**src/hw/rtl/epd_pkg.sv**
```systemverilog
`timescale 1ns / 1ps

package epd_pkg;

  // Field and register widths
  localparam int CFG_W     = 32;
  localparam int CFG_IDX_W = 3;
  localparam int GAIN_W    = 16;
  localparam int DB_W      = 16;
  localparam int APC_W     = 32;
  localparam int DUTY_W    = 7;
  localparam int ERR_W     = 32;
  localparam int POS_W     = 32;
  localparam int FRAC_W    = 16;

  // Datapath widths
  localparam int MUL_W   = 34;
  localparam int PROD_W  = 2 * MUL_W;
  localparam int DIFF_W  = ERR_W + 1;
  localparam int DGAIN_W = 33;
  localparam int P_W     = 49;
  localparam int INTEG_W = 48;
  localparam int DERIV_W = 62;
  localparam int SUM_W   = 63;
  localparam int MAG_W   = SUM_W - FRAC_W;
  localparam int DIV_W   = 47;

  localparam int DERIV_LIM_LOG2 = 60;
  localparam logic [PROD_W-1:0] DERIV_LIMIT = PROD_W'(1) << DERIV_LIM_LOG2;

  localparam logic [DUTY_W-1:0] DUTY_MAX = 7'd100;

  // Item kinds
  localparam logic CMD_EDGE = 1'b0;
  localparam logic CMD_TICK = 1'b1;

  // Configuration register indexes
  localparam logic [CFG_IDX_W-1:0] CFG_GAIN_PROP    = 3'd0;
  localparam logic [CFG_IDX_W-1:0] CFG_GAIN_INTEG   = 3'd1;
  localparam logic [CFG_IDX_W-1:0] CFG_GAIN_DERIV   = 3'd2;
  localparam logic [CFG_IDX_W-1:0] CFG_ANGLE_PER_CT = 3'd3;
  localparam logic [CFG_IDX_W-1:0] CFG_DEADBAND     = 3'd4;
  localparam logic [CFG_IDX_W-1:0] CFG_DUTY_FLOOR   = 3'd5;
  localparam logic [CFG_IDX_W-1:0] CFG_DUTY_CEILING = 3'd6;

  // Configuration reset values
  localparam logic [GAIN_W-1:0] RST_GAIN_PROP    = 16'd19;
  localparam logic [GAIN_W-1:0] RST_GAIN_INTEG   = 16'd7;
  localparam logic [GAIN_W-1:0] RST_GAIN_DERIV   = 16'd1;
  localparam logic [APC_W-1:0]  RST_ANGLE_PER_CT = 32'd686;
  localparam logic [DB_W-1:0]   RST_DEADBAND     = 16'd1;
  localparam logic [DUTY_W-1:0] RST_DUTY_FLOOR   = 7'd55;
  localparam logic [DUTY_W-1:0] RST_DUTY_CEILING = 7'd80;

  typedef enum logic [3:0] {
    ST_IDLE,
    ST_ANGLE,
    ST_ERROR,
    ST_PROP,
    ST_INTEG,
    ST_DERIV,
    ST_DIV_WAIT,
    ST_SUM,
    ST_DUTY,
    ST_EMIT
  } state_e;

  typedef enum logic [2:0] {
    MUL_ANGLE,
    MUL_DGAIN,
    MUL_PROP,
    MUL_INTEG,
    MUL_DERIV
  } mul_sel_e;

  typedef struct packed {
    logic     count_en;
    logic     load_ref;
    logic     mul_en;
    mul_sel_e mul_sel;
    logic     err_en;
    logic     diff_en;
    logic     p_en;
    logic     div_start;
    logic     integ_en;
    logic     sum_en;
    logic     duty_en;
    logic     out_load;
  } epd_ctl_t;

  typedef struct packed {
    logic div_busy;
  } epd_status_t;

endpackage

```
**src/hw/rtl/epd_ctrl.sv**
```systemverilog
`timescale 1ns / 1ps

module epd_ctrl import epd_pkg::*; (
  input  logic        clk_i,
  input  logic        rst_ni,
  input  logic        in_valid_i,
  output logic        in_ready_o,
  input  logic        cmd_i,
  output logic        out_valid_o,
  input  logic        out_ready_i,
  input  epd_status_t status_i,
  output epd_ctl_t    ctl_o
);

  state_e state_q, state_d;
  logic   out_valid_q, out_valid_d;

  always_ff @(posedge clk_i or negedge rst_ni) begin
    if (!rst_ni) begin
      state_q     <= ST_IDLE;
      out_valid_q <= 1'b0;
    end else begin
      state_q     <= state_d;
      out_valid_q <= out_valid_d;
    end
  end

  always_comb begin
    state_d    = state_q;
    ctl_o      = '0;
    ctl_o.mul_sel = MUL_ANGLE;
    in_ready_o = 1'b0;

    unique case (state_q)
      ST_IDLE: begin
        in_ready_o = 1'b1;
        if (in_valid_i) begin
          if (cmd_i == CMD_TICK) begin
            ctl_o.load_ref = 1'b1;
            state_d        = ST_ANGLE;
          end else begin
            ctl_o.count_en = 1'b1;
            state_d        = ST_EMIT;
          end
        end
      end
      ST_ANGLE: begin
        ctl_o.mul_en  = 1'b1;
        ctl_o.mul_sel = MUL_ANGLE;
        state_d       = ST_ERROR;
      end
      ST_ERROR: begin
        ctl_o.err_en  = 1'b1;
        ctl_o.mul_en  = 1'b1;
        ctl_o.mul_sel = MUL_DGAIN;
        state_d       = ST_PROP;
      end
      ST_PROP: begin
        ctl_o.diff_en = 1'b1;
        ctl_o.mul_en  = 1'b1;
        ctl_o.mul_sel = MUL_PROP;
        state_d       = ST_INTEG;
      end
      ST_INTEG: begin
        ctl_o.p_en    = 1'b1;
        ctl_o.mul_en  = 1'b1;
        ctl_o.mul_sel = MUL_INTEG;
        state_d       = ST_DERIV;
      end
      ST_DERIV: begin
        ctl_o.div_start = 1'b1;
        ctl_o.mul_en    = 1'b1;
        ctl_o.mul_sel   = MUL_DERIV;
        state_d         = ST_DIV_WAIT;
      end
      ST_DIV_WAIT: begin
        if (!status_i.div_busy) begin
          ctl_o.integ_en = 1'b1;
          state_d        = ST_SUM;
        end
      end
      ST_SUM: begin
        ctl_o.sum_en = 1'b1;
        state_d      = ST_DUTY;
      end
      ST_DUTY: begin
        ctl_o.duty_en = 1'b1;
        state_d       = ST_EMIT;
      end
      ST_EMIT: begin
        if (!out_valid_q || out_ready_i) begin
          ctl_o.out_load = 1'b1;
          state_d        = ST_IDLE;
        end
      end
      default: state_d = ST_IDLE;
    endcase

    out_valid_d = ctl_o.out_load | (out_valid_q & ~out_ready_i);
  end

  assign out_valid_o = out_valid_q;

endmodule

```
**config.mk**
```make
export PLATFORM = sky130hd
export DESIGN_NAME = epd_ctrl
export DESIGN_NICKNAME = d
export VERILOG_FILES = /design/src/hw/rtl/epd_pkg.sv /design/src/hw/rtl/epd_ctrl.sv
export SDC_FILE = /design/constraint.sdc
export NUM_CORES = 1
export LEC_CHECK = 0
export ABC_AREA = 0
export BUFFER_PORTS_ARGS = -buffer_cell sky130_fd_sc_hd__buf_2
export CAP_MARGIN = 20
export CORE_AREA = 2 2 39 41
export CTS_CLUSTER_DIAMETER = 200
export DETAILED_ROUTE_END_ITERATION = 10
export DIE_AREA = 0 0 41 43
export HOLD_SLACK_MARGIN = 0.06
export SETUP_SLACK_MARGIN = 0.2
export SLEW_MARGIN = 30
export SYNTH_ARGS = -nofsm -noshare
export SYNTH_HDL_FRONTEND = slang
export SYNTH_SLANG_ARGS = --single-unit
```
**constraint.sdc**
```tcl
create_clock -name clk_i -period 1.4 [get_ports clk_i]
set_input_delay 0.21 -clock clk_i [delete_from_list [all_inputs] [get_ports clk_i]]
set_output_delay 0.21 -clock clk_i [all_outputs]
set_load 0.005 [all_outputs]
```
=== Yosys cells after proc, flatten, opt, wreduce, memory -nomap -nowiden ===
Index checks and enable logic that the tools add are counted.
Widths: inputs -> output; s select.

* Bits of input ports: 6
* Register bits: 5
* Output and inout bits: 16
* Logic and storage cells: 42

* Bitwise operators: 3
* Equal/unequal tests: 12
* Reductions and logical operators: 4
* Mux-type cells: 21

{| class="wikitable"
|+ Operator list
! operator !! count
|-
| $pmux 4 s10 || 1
|-
| $pmux 4 s5 || 1
|-
| $eq 4x3->1 const B || 4
|-
| $mux 4 || 4
|-
| $mux 1 || 13
|-
| $eq 4x2->1 const B || 2
|-
| $eq 4x4->1 const B || 2
|-
| $ne 2x2->1 const B || 3
|-
| $eq 4x1->1 const B || 1
|-
| $logic_not 4->1 || 1
|-
| $mux 2 || 2
|-
| $reduce_and 3->1 || 1
|-
| $and 1x1->1 || 1
|-
| $logic_not 1->1 || 1
|-
| $logic_or 1x1->1 || 1
|-
| $not 1->1 || 1
|-
| $or 1x1->1 || 1
|}

=== Longest topological paths before layout ===
Gate-level depths: netlist of run 1.

* Depth in word-level cells: 5
* Gate-level depth with buffers: 4
* Gate-level depth less buffers: 3

=== Worst setup path before layout of run 1 ===
No wires, ideal clock.

* Kind: register -> output
* Start point: reg state_q[1]
* End point: out ctl_o[12] (netlist bit)
* Arrival: 1.052 ns
* Stages on the path, launching flop included: 3
* Required time: 1.190 ns
* Path slack: 0.138 ns
* Path buffers: 0
* Cells stage by stage: dfrtp_1 -> nor4_1 -> and3_1

{| class="wikitable"
|+ RTL lines
! what !! line !! text
|-
| from (decl) || epd_ctrl.sv:15 || <nowiki>state_e state_q, state_d;</nowiki>
|-
| from (signal assigned) || epd_ctrl.sv:23 || <nowiki>state_q <= state_d;</nowiki>
|-
| to (decl) || epd_ctrl.sv:12 || <nowiki>output epd_ctl_t ctl_o</nowiki>
|}

==> results.yml, run 1 <==
global_route:
  grt_max_degree: 9
  track_usage_pct: 14.79
  antenna_found_initial: 0
  grt-ovfl-total: 0
  grt_pass1_wl_mm: 1.752
  grt_pass1_vias: 440
synth:
  synth-async-reset-ratio_pct: 100.0
  avgSynthCellArea_um2: 7.507
  yosysWarningCount: 0
  synth_nets: 57
  netlist_area_um2: 382.9
  netlist_instances: 51
  ys_ff_latch: 5
  synth_edf_count: 0
  seq_area_frac_synth_pct: 32.68
  synth_flop_cell: "dfrtp_1"
  ys_types: 20
sta:
  slew-limit-headroom_pct: 85.07
  fmax_mhz: 668.7
  rsz0062_at_grt: "true"
  slew_viol_final: 0
  fin_crit_sh_pct: 106.8
  worst_slack_ps: -95.47
  tns_ps: -850.5
  finalHoldViolations: 0
  finalClockSkew_ps: 3.402
  finalSetupViolations: 13
  tightest_slew_ps: 222.3
  finalCriticalPeriod_ps: 1495
worst_hold_path:
  hold_class: "primary input to flop"
place:
  gp_congestion: 0.6365
  pre_cts_slack_ps: 70.29
  port-buffer-count: 21
  place_hpwl_um: 755.2
routing:
  drtIter0Drc: 2
  wl_met3_um: 56
  viasPerCell: 4.755
  ant_nets: 0
  met2WireLength_um: 659
  firstDrtPassIters: 2
  drcViolationCount: 0
  via_count: 504
  top_layer_used: "met3"
  wirelength_mm: 1.231
  m1WireLength_um: 516
  wl_per_cell_um: 11.61
setup_path:
  cp_cell_sequence: "buf_6 -> nand2b_4 -> nor3_2 -> buf_2"
  required_ps: 1190
  cp-start-kind: "flop"
  cp_num_buf_inv: 2
  slowest_stage: "dfrtp_2"
  end_kind: "primary output"
  path_delay_family: "flip-flops"
  setup.worst_path.class: "flop to primary output"
  slowest_delay_ps: 460
  cp.arrival_ps: 1290
  crit_fanout: 7
power:
  swShare_pct: 42.11
  power_frac_seq_pct: 21.3
  p_per_area_nw_per_um2: 2166
  clockPowerShare_pct: 9.4
  power_frac_comb_pct: 69.3
  internal_power_w: 0.0009822
  p_leak_nw: 0.3817
  peakVddDrop_uv: 874.5
  switching_power_w: 0.0007145
floorplan:
  initial_utilization_pct: 27.67
  ioPinCount: 22
  row_count: 14
  die_y_um: 43
  die_x_um: 41
  dieArea_um2: 1763
  core_um2: 1384
clock_network:
  cts_buffer_depth: 2
  cts_tree: "yes"
  cts_root_buf: "clkbuf_4"
  htreeDepth: 1
  cts.sinks: 5
  numCtsBuffers: 3
  clk_latency_ps: 240
  clkTransAtPathRegs_ps: 40
layout:
  area_growth_pct: 104.6
  final_util_pct: 56.60
  final_common_cell: "buf_2"
  antenna_cells: 0
  layout_common_cells: "21 x buf_2, 10 x buf_4, 7 x buf_6, 5 x nor2_1"
  nets: 97
  drive_above_1_share_pct: 67.78
  fillers: 126
run_status:
  status: "finished with violations"
  violations: "setup timing"
job:
  drv_cap: 0
## cell families after synthesis
logic type,count (synthesis),share of synthesized area (%)
simple gates,33,45.10
buf+inv,4,5.882
compound gates,8,14.05
flops,5,32.68
xor+xnor,1,2.288
## synthesized netlist by cell type (2+ instances only)
master    number  area [um2]
nand2_1        6       22.52
nor2_1         6       22.52
dfrtp_1        5       125.1
nor2b_1        2       12.51
nand2b_1       5       31.28
nand3_1        2       10.01
nor3_1         6       30.03
a21oi_1        4       20.02
a211oi_1       2       15.01
buf_2          3       15.01
## layer usage
| layer | up-vias | GRT usage, % |
|---|---|---|
| met5 | - | 0 |
| met4 | 0 | 6.000 |
| met3 | 0 | 3.141 |
| met2 | 14 | 25.31 |
| met1 | 230 | 16.56 |
| li1 | 260 | - |
## per-stage QoR
step	cell area [um2]	power [W]	instances	hold slack (ps)
after floorplan	401.6	0.0007662	51	-85.59
after global placement	543.0	0.001024	90	23.26
after detailed placement	543.0	0.001032	90	26.17
after CTS	726.9	0.001556	102	273.2
after global routing	783.3	0.001829	106	287.2
final	783.3	0.001697	106	281.4
## sequential cells by signal (all words and copies together) (netlist names)
signal and cells:
state_q 4, out_valid_o 1
## final cells by class
cell class / count / area [um2] / share of cell area [%]
multi-input combinational: 42 / 337.8 / 43.13
timing repair buffer: 39 / 269.0 / 34.35
sequential: 5 / 130.1 / 16.61
clock buffer: 4 / 26.28 / 3.355
tap: 16 / 20.02 / 2.556
## worst min-delay path: stages
cell      delay, ps
buf_2            90
nor2b_1          50
nand2_1          60
a211oi_1         70
## power groups by stage
stage | Sequential, W | Combinational, W | Clock (W)
2_1_floorplan | 0.000267 | 0.000499 | 0
3_3_place_gp | 0.000308 | 0.000716 | 0
3_5_place_dp | 0.000313 | 0.000719 | 0
4_1_cts | 0.000350 | 0.00103 | 0.000171
5_1_grt | 0.000370 | 0.00128 | 0.000179
6_report | 0.000361 | 0.00118 | 0.000160
## path summary, 6_finish.rpt
path,startpoint,cells after the start,slack (ps),end
hold reg to reg,out_valid_o,2,560,out_valid_o
setup reg to reg,state_q[1],3,100,state_q[3]
min in group asynchronous,rst_ni,2,310,state_q[3]
hold / removal,out_ready_i,4,280,state_q[0]
setup / recovery,state_q[0],4,-100,ctl_o[7]
max in group asynchronous,rst_ni,2,950,state_q[0]
## what timing repair did
item / in CTS / in global routing
hold buffers: 1 / 0
hold endpoints to repair: 5 / 0
setup buffers: 7 / 4
resized for setup: 21 / 6
pin swaps: 7 / 3
endpoints found under the setup margin: 17 / 17
gates cloned: 0 / 0
Note: power is estimated with default switching activity, not from simulation.
==> run 2, diff against run 1 <==
==> constraint.sdc (replaced) <==
create_clock -name clk_i -period 1.4 [get_ports clk_i]
set_input_delay 0.28 -clock clk_i [delete_from_list [all_inputs] [get_ports clk_i]]
set_output_delay 0.28 -clock clk_i [all_outputs]
set_load 0.005 [all_outputs]
==> results.yml, run 2 (same netlist as run 1, synthesis figures left out) <==
layout:
  final_util_pct: 55.15
  multi_input_area_um2: 322.8
  largest_register: "state_q"
  area_growth_pct: 99.35
  regArea_um2: 128.9
  nets: 97
  antenna_cells: 0
  largest_register_ffs: 4
  fillers: 124
  drive_above_1_share_pct: 63.33
  final_common_cell: "buf_2"
  layout_common_cells: "21 x buf_2, 11 x buf_4, 6 x nor2_1, 6 x nand2_1, 6 x buf_6"
place:
  gp_congestion: 0.7082
  port-buffer-count: 21
  place_hpwl_um: 884.4
  pre_cts_slack_ps: -24.95
routing:
  wirelength_mm: 1.283
  wl_per_cell_um: 12.10
  via_count: 513
  drtIter0Drc: 8
  drcViolationCount: 0
  viasPerCell: 4.840
  ant_nets: 0
  firstDrtPassIters: 4
run_status:
  violations: "setup timing"
  status: "finished with violations"
floorplan:
  core_um2: 1384
  initial_utilization_pct: 27.67
  die_y_um: 43
  ioPinCount: 22
  dieArea_um2: 1763
  row_count: 14
  die_x_um: 41
power:
  p_leak_nw: 0.3806
  peakVddDrop_uv: 892.4
  p_per_area_nw_per_um2: 2175
clock_network:
  cts.sinks: 5
  numCtsBuffers: 3
  cts_root_buf: "clkbuf_4"
  htreeDepth: 1
  cts_buffer_depth: 2
  clkTransAtPathRegs_ps: 40
  clk_latency_ps: 240
  cts_tree: "yes"
sta:
  fin_crit_sh_pct: 114.1
  finalSetupViolations: 15
  finalCriticalPeriod_ps: 1598
  worst_slack_ps: -197.9
  fmax_mhz: 625.8
  worst_hold_slack_ps: 343.8
  slew_viol_final: 0
  rsz0062_at_grt: "true"
  finalHoldViolations: 0
  slew-limit-headroom_pct: 84.47
  tns_ps: -1802
  finalClockSkew_ps: 3.117
  tightest_slew_ps: 231.2
setup_path:
  cp.arrival_ps: 1320
  cp_cell_sequence: "buf_4 -> nor4b_4 -> buf_2"
  slowest_stage: "dfrtp_2"
  reg2reg_depth: 4
  cp_num_buf_inv: 2
  slowest_delay_ps: 460
  cp-start-kind: "flop"
  crit_cells: 3
  setup.worst_path.class: "flop to primary output"
  required_ps: 1120
  crit_fanout: 7
  end_kind: "primary output"
  path_delay_family: "flip-flops"
job:
  drv_cap: 0
global_route:
  grt_pass1_wl_mm: 1.828
  grt_max_degree: 9
  antenna_found_initial: 0
  grt-ovfl-total: 0
  track_usage_pct: 15.98
  grt_pass1_vias: 452
worst_hold_path:
  hold_class: "primary input to flop"
  hold_path_depth: 4
[run 2: report_power, final]
group | switching [W] | internal (W) | total (W)
clock network | 0.0000548 | 0.000107 | 0.000162
logic | 0.000523 | 0.000645 | 0.00117
registers | 0.000117 | 0.000213 | 0.000330
[run 2: worst reg2reg max path, cell delays in order (launching register included)]
cell and delay [ps]:
dfrtp_1 400, buf_4 160, or3_1 360, a211oi_2 220, o22ai_1 110
[run 2: stage by stage]
stage	cell area (um2)	total power (W)	std cells
after CTS	734.5	0.001587	104
after global routing	763.2	0.001780	106
after global placement	573.1	0.001094	94
after floorplan	401.6	0.0007675	51
final	763.2	0.001660	106
after detailed placement	573.1	0.001104	94
[run 2: repair_timing]
action | in CTS | in global routing
setup endpoints to repair | 17 | 17
endpoints found under the hold margin | 5 | 0
setup buffers | 5 | 2
pin swaps | 7 | 3
resized for setup | 18 | 3
hold buffers | 1 | 0
gates cloned | 0 | 0
[run 2: routing by layer]
layer,routed length (um),track usage (%)
met1,495,15.46
met2,741,29.06
met3,41,3.141
met4,5,8.000
met5,0,0
[run 2: worst paths after layout]
kind                             start     endpoint  slack [ps]
setup / recovery            state_q[1]     ctl_o[1]        -200
hold / removal             out_ready_i   state_q[0]         340
setup reg to reg            state_q[2]   state_q[3]          30
hold reg to reg            out_valid_o  out_valid_o         570
max in group asynchronous       rst_ni   state_q[3]         870
min in group asynchronous       rst_ni  out_valid_o         380
[run 2: final cells by class]
type / instances / share of cell area (%)
sequential: 5 / 16.89
clock buffer: 4 / 3.443
multi-input combinational: 42 / 42.30
tap: 16 / 2.623
timing repair buffer: 39 / 34.75
==> run 3, diff against run 2 <==
BUFFER_PORTS_ARGS = not set   (was -buffer_cell sky130_fd_sc_hd__buf_2)
DONT_BUFFER_PORTS = 1   (was not set)
PLACE_DENSITY = 0.51   (was not set)
==> results.yml, run 3 (same netlist as run 1, synthesis figures left out) <==
floorplan:
  core_um2: 1384
  ioPinCount: 22
  die_y_um: 43
  row_count: 14
  die_x_um: 41
  dieArea_um2: 1763
  initial_utilization_pct: 27.67
routing:
  via_count: 459
  wl_per_cell_um: 15.52
  firstDrtPassIters: 4
  ant_nets: 0
  wirelength_mm: 1.381
  drtIter0Drc: 2
  viasPerCell: 5.157
  drcViolationCount: 0
sta:
  finalSetupViolations: 15
  tightest_slew_ps: 312.9
  fin_crit_sh_pct: 112.6
  fmax_mhz: 634.1
  worst_slack_ps: -176.9
  finalHoldViolations: 0
  slew-limit-headroom_pct: 78.98
  tns_ps: -1082
  finalClockSkew_ps: 1.627
  finalCriticalPeriod_ps: 1577
  slew_viol_final: 0
  rsz0062_at_grt: "true"
global_route:
  track_usage_pct: 13.42
  grt-ovfl-total: 0
  antenna_found_initial: 0
  grt_max_degree: 9
  grt_pass1_wl_mm: 1.635
  grt_pass1_vias: 408
power:
  p_per_area_nw_per_um2: 2401
  power_w: 0.001823
  peakVddDrop_uv: 810.2
  p_leak_nw: 0.3115
layout:
  regArea_um2: 130.1
  drive_above_1_share_pct: 67.12
  final_cells: 89
  largest_register: "state_q"
  final_util_pct: 54.88
  area_growth_pct: 98.37
  largest_register_ffs: 4
  multi_input_area_um2: 384.1
  layout_common_cells: "12 x buf_4, 7 x buf_6, 6 x nand2_1"
  antenna_cells: 0
  final_common_cell: "buf_4"
  nets: 80
  fillers: 131
setup_path:
  cp_cell_sequence: "buf_4 -> buf_6 -> or3_4 -> a211oi_4 -> o22ai_1"
  slowest_delay_ps: 450
  crit_cells: 5
  slowest_stage: "dfrtp_2"
  r2r_slack_ps: -180
  reg2reg_depth: 5
  setup.worst_path.class: "flop to flop"
  end_kind: "flop"
  cp-start-kind: "flop"
  r2r-start: "state_q[1]"
  required_ps: 1500
  rr_endpoint: "state_q[3]"
  crit_fanout: 6
  cp.arrival_ps: 1680
  startpoint: "state_q[1]"
  cp_num_buf_inv: 2
  path_delay_family: "flip-flops"
clock_network:
  clk_latency_ps: 240
  cts_buffer_depth: 2
  cts.sinks: 5
  numCtsBuffers: 3
  clkTransAtPathRegs_ps: 40
  cts_root_buf: "clkbuf_4"
  htreeDepth: 1
  cts_tree: "yes"
worst_hold_path:
  min_from: "out_ready_i"
  hold_path_depth: 2
  min_to: "out_valid_o"
  hold_class: "primary input to flop"
place:
  pre_cts_slack_ps: 64.70
  placed_cells: 69
  gp_congestion: 0.7088
  place_hpwl_um: 710.2
  port-buffer-count: 0
run_status:
  status: "finished with violations"
  violations: "setup timing"
job:
  drv_cap: 0
[run 3: changes by cell type in the layout (fill, tap and decap cells not counted), sizes merged]
cell / delta
buf: -17
[run 3: report_power, final]
part | switching (W) | internal [W] | total, W
combinational | 0.000626 | 0.000706 | 0.00133
sequential | 0.000113 | 0.000215 | 0.000328
clock | 0.0000557 | 0.000108 | 0.000163
[run 3: metrics by stage]
stage / cell area, um2 / hold slack, ps
after floorplan: 401.6 / -15.59
after global placement: 437.9 / -15.47
after detailed placement: 437.9 / -15.47
after CTS: 623.1 / 236.1
after global routing: 759.5 / 241.3
final: 759.5 / 239.8
[run 3: worst max path at each step]
| stage | end | slack, ps |
|---|---|---|
| after floorplan | ctl_o[12] | 150 |
| after global placement | state_q[3] | 90 |
| after detailed placement | state_q[3] | 60 |
| after CTS | ctl_o[12] | -100 |
| after global routing | ctl_o[12] | -200 |
| final | state_q[3] | -180 |
[run 3: what timing repair did]
action / in CTS / in global routing
hold buffers: 1 / 0
cloned: 0 / 0
resized for setup: 21 / 18
endpoints found under the hold margin: 5 / 0
pin swaps: 4 / 5
buffers inserted: 8 / 7
endpoints found under the setup margin: 17 / 17
[run 3: layout make-up]
cell class                      instances  share of cell area (%)
Tap cell                               16                   2.636
Sequential cell                         5                   17.13
Timing Repair Buffer                   22                   26.19
Clock buffer                            4                   3.460
Multi-Input combinational cell         42                   50.58
[run 3: metal layers]
metal	share of wire [%]	GRT usage (%)	vias up	routed length, um
met3	3.3	1.571	0	46
met2	57	20.63	10	792
met1	39	16.99	227	542
met4	0	8.000	0	0
li1	-	-	222	-
met5	0	0	-	0
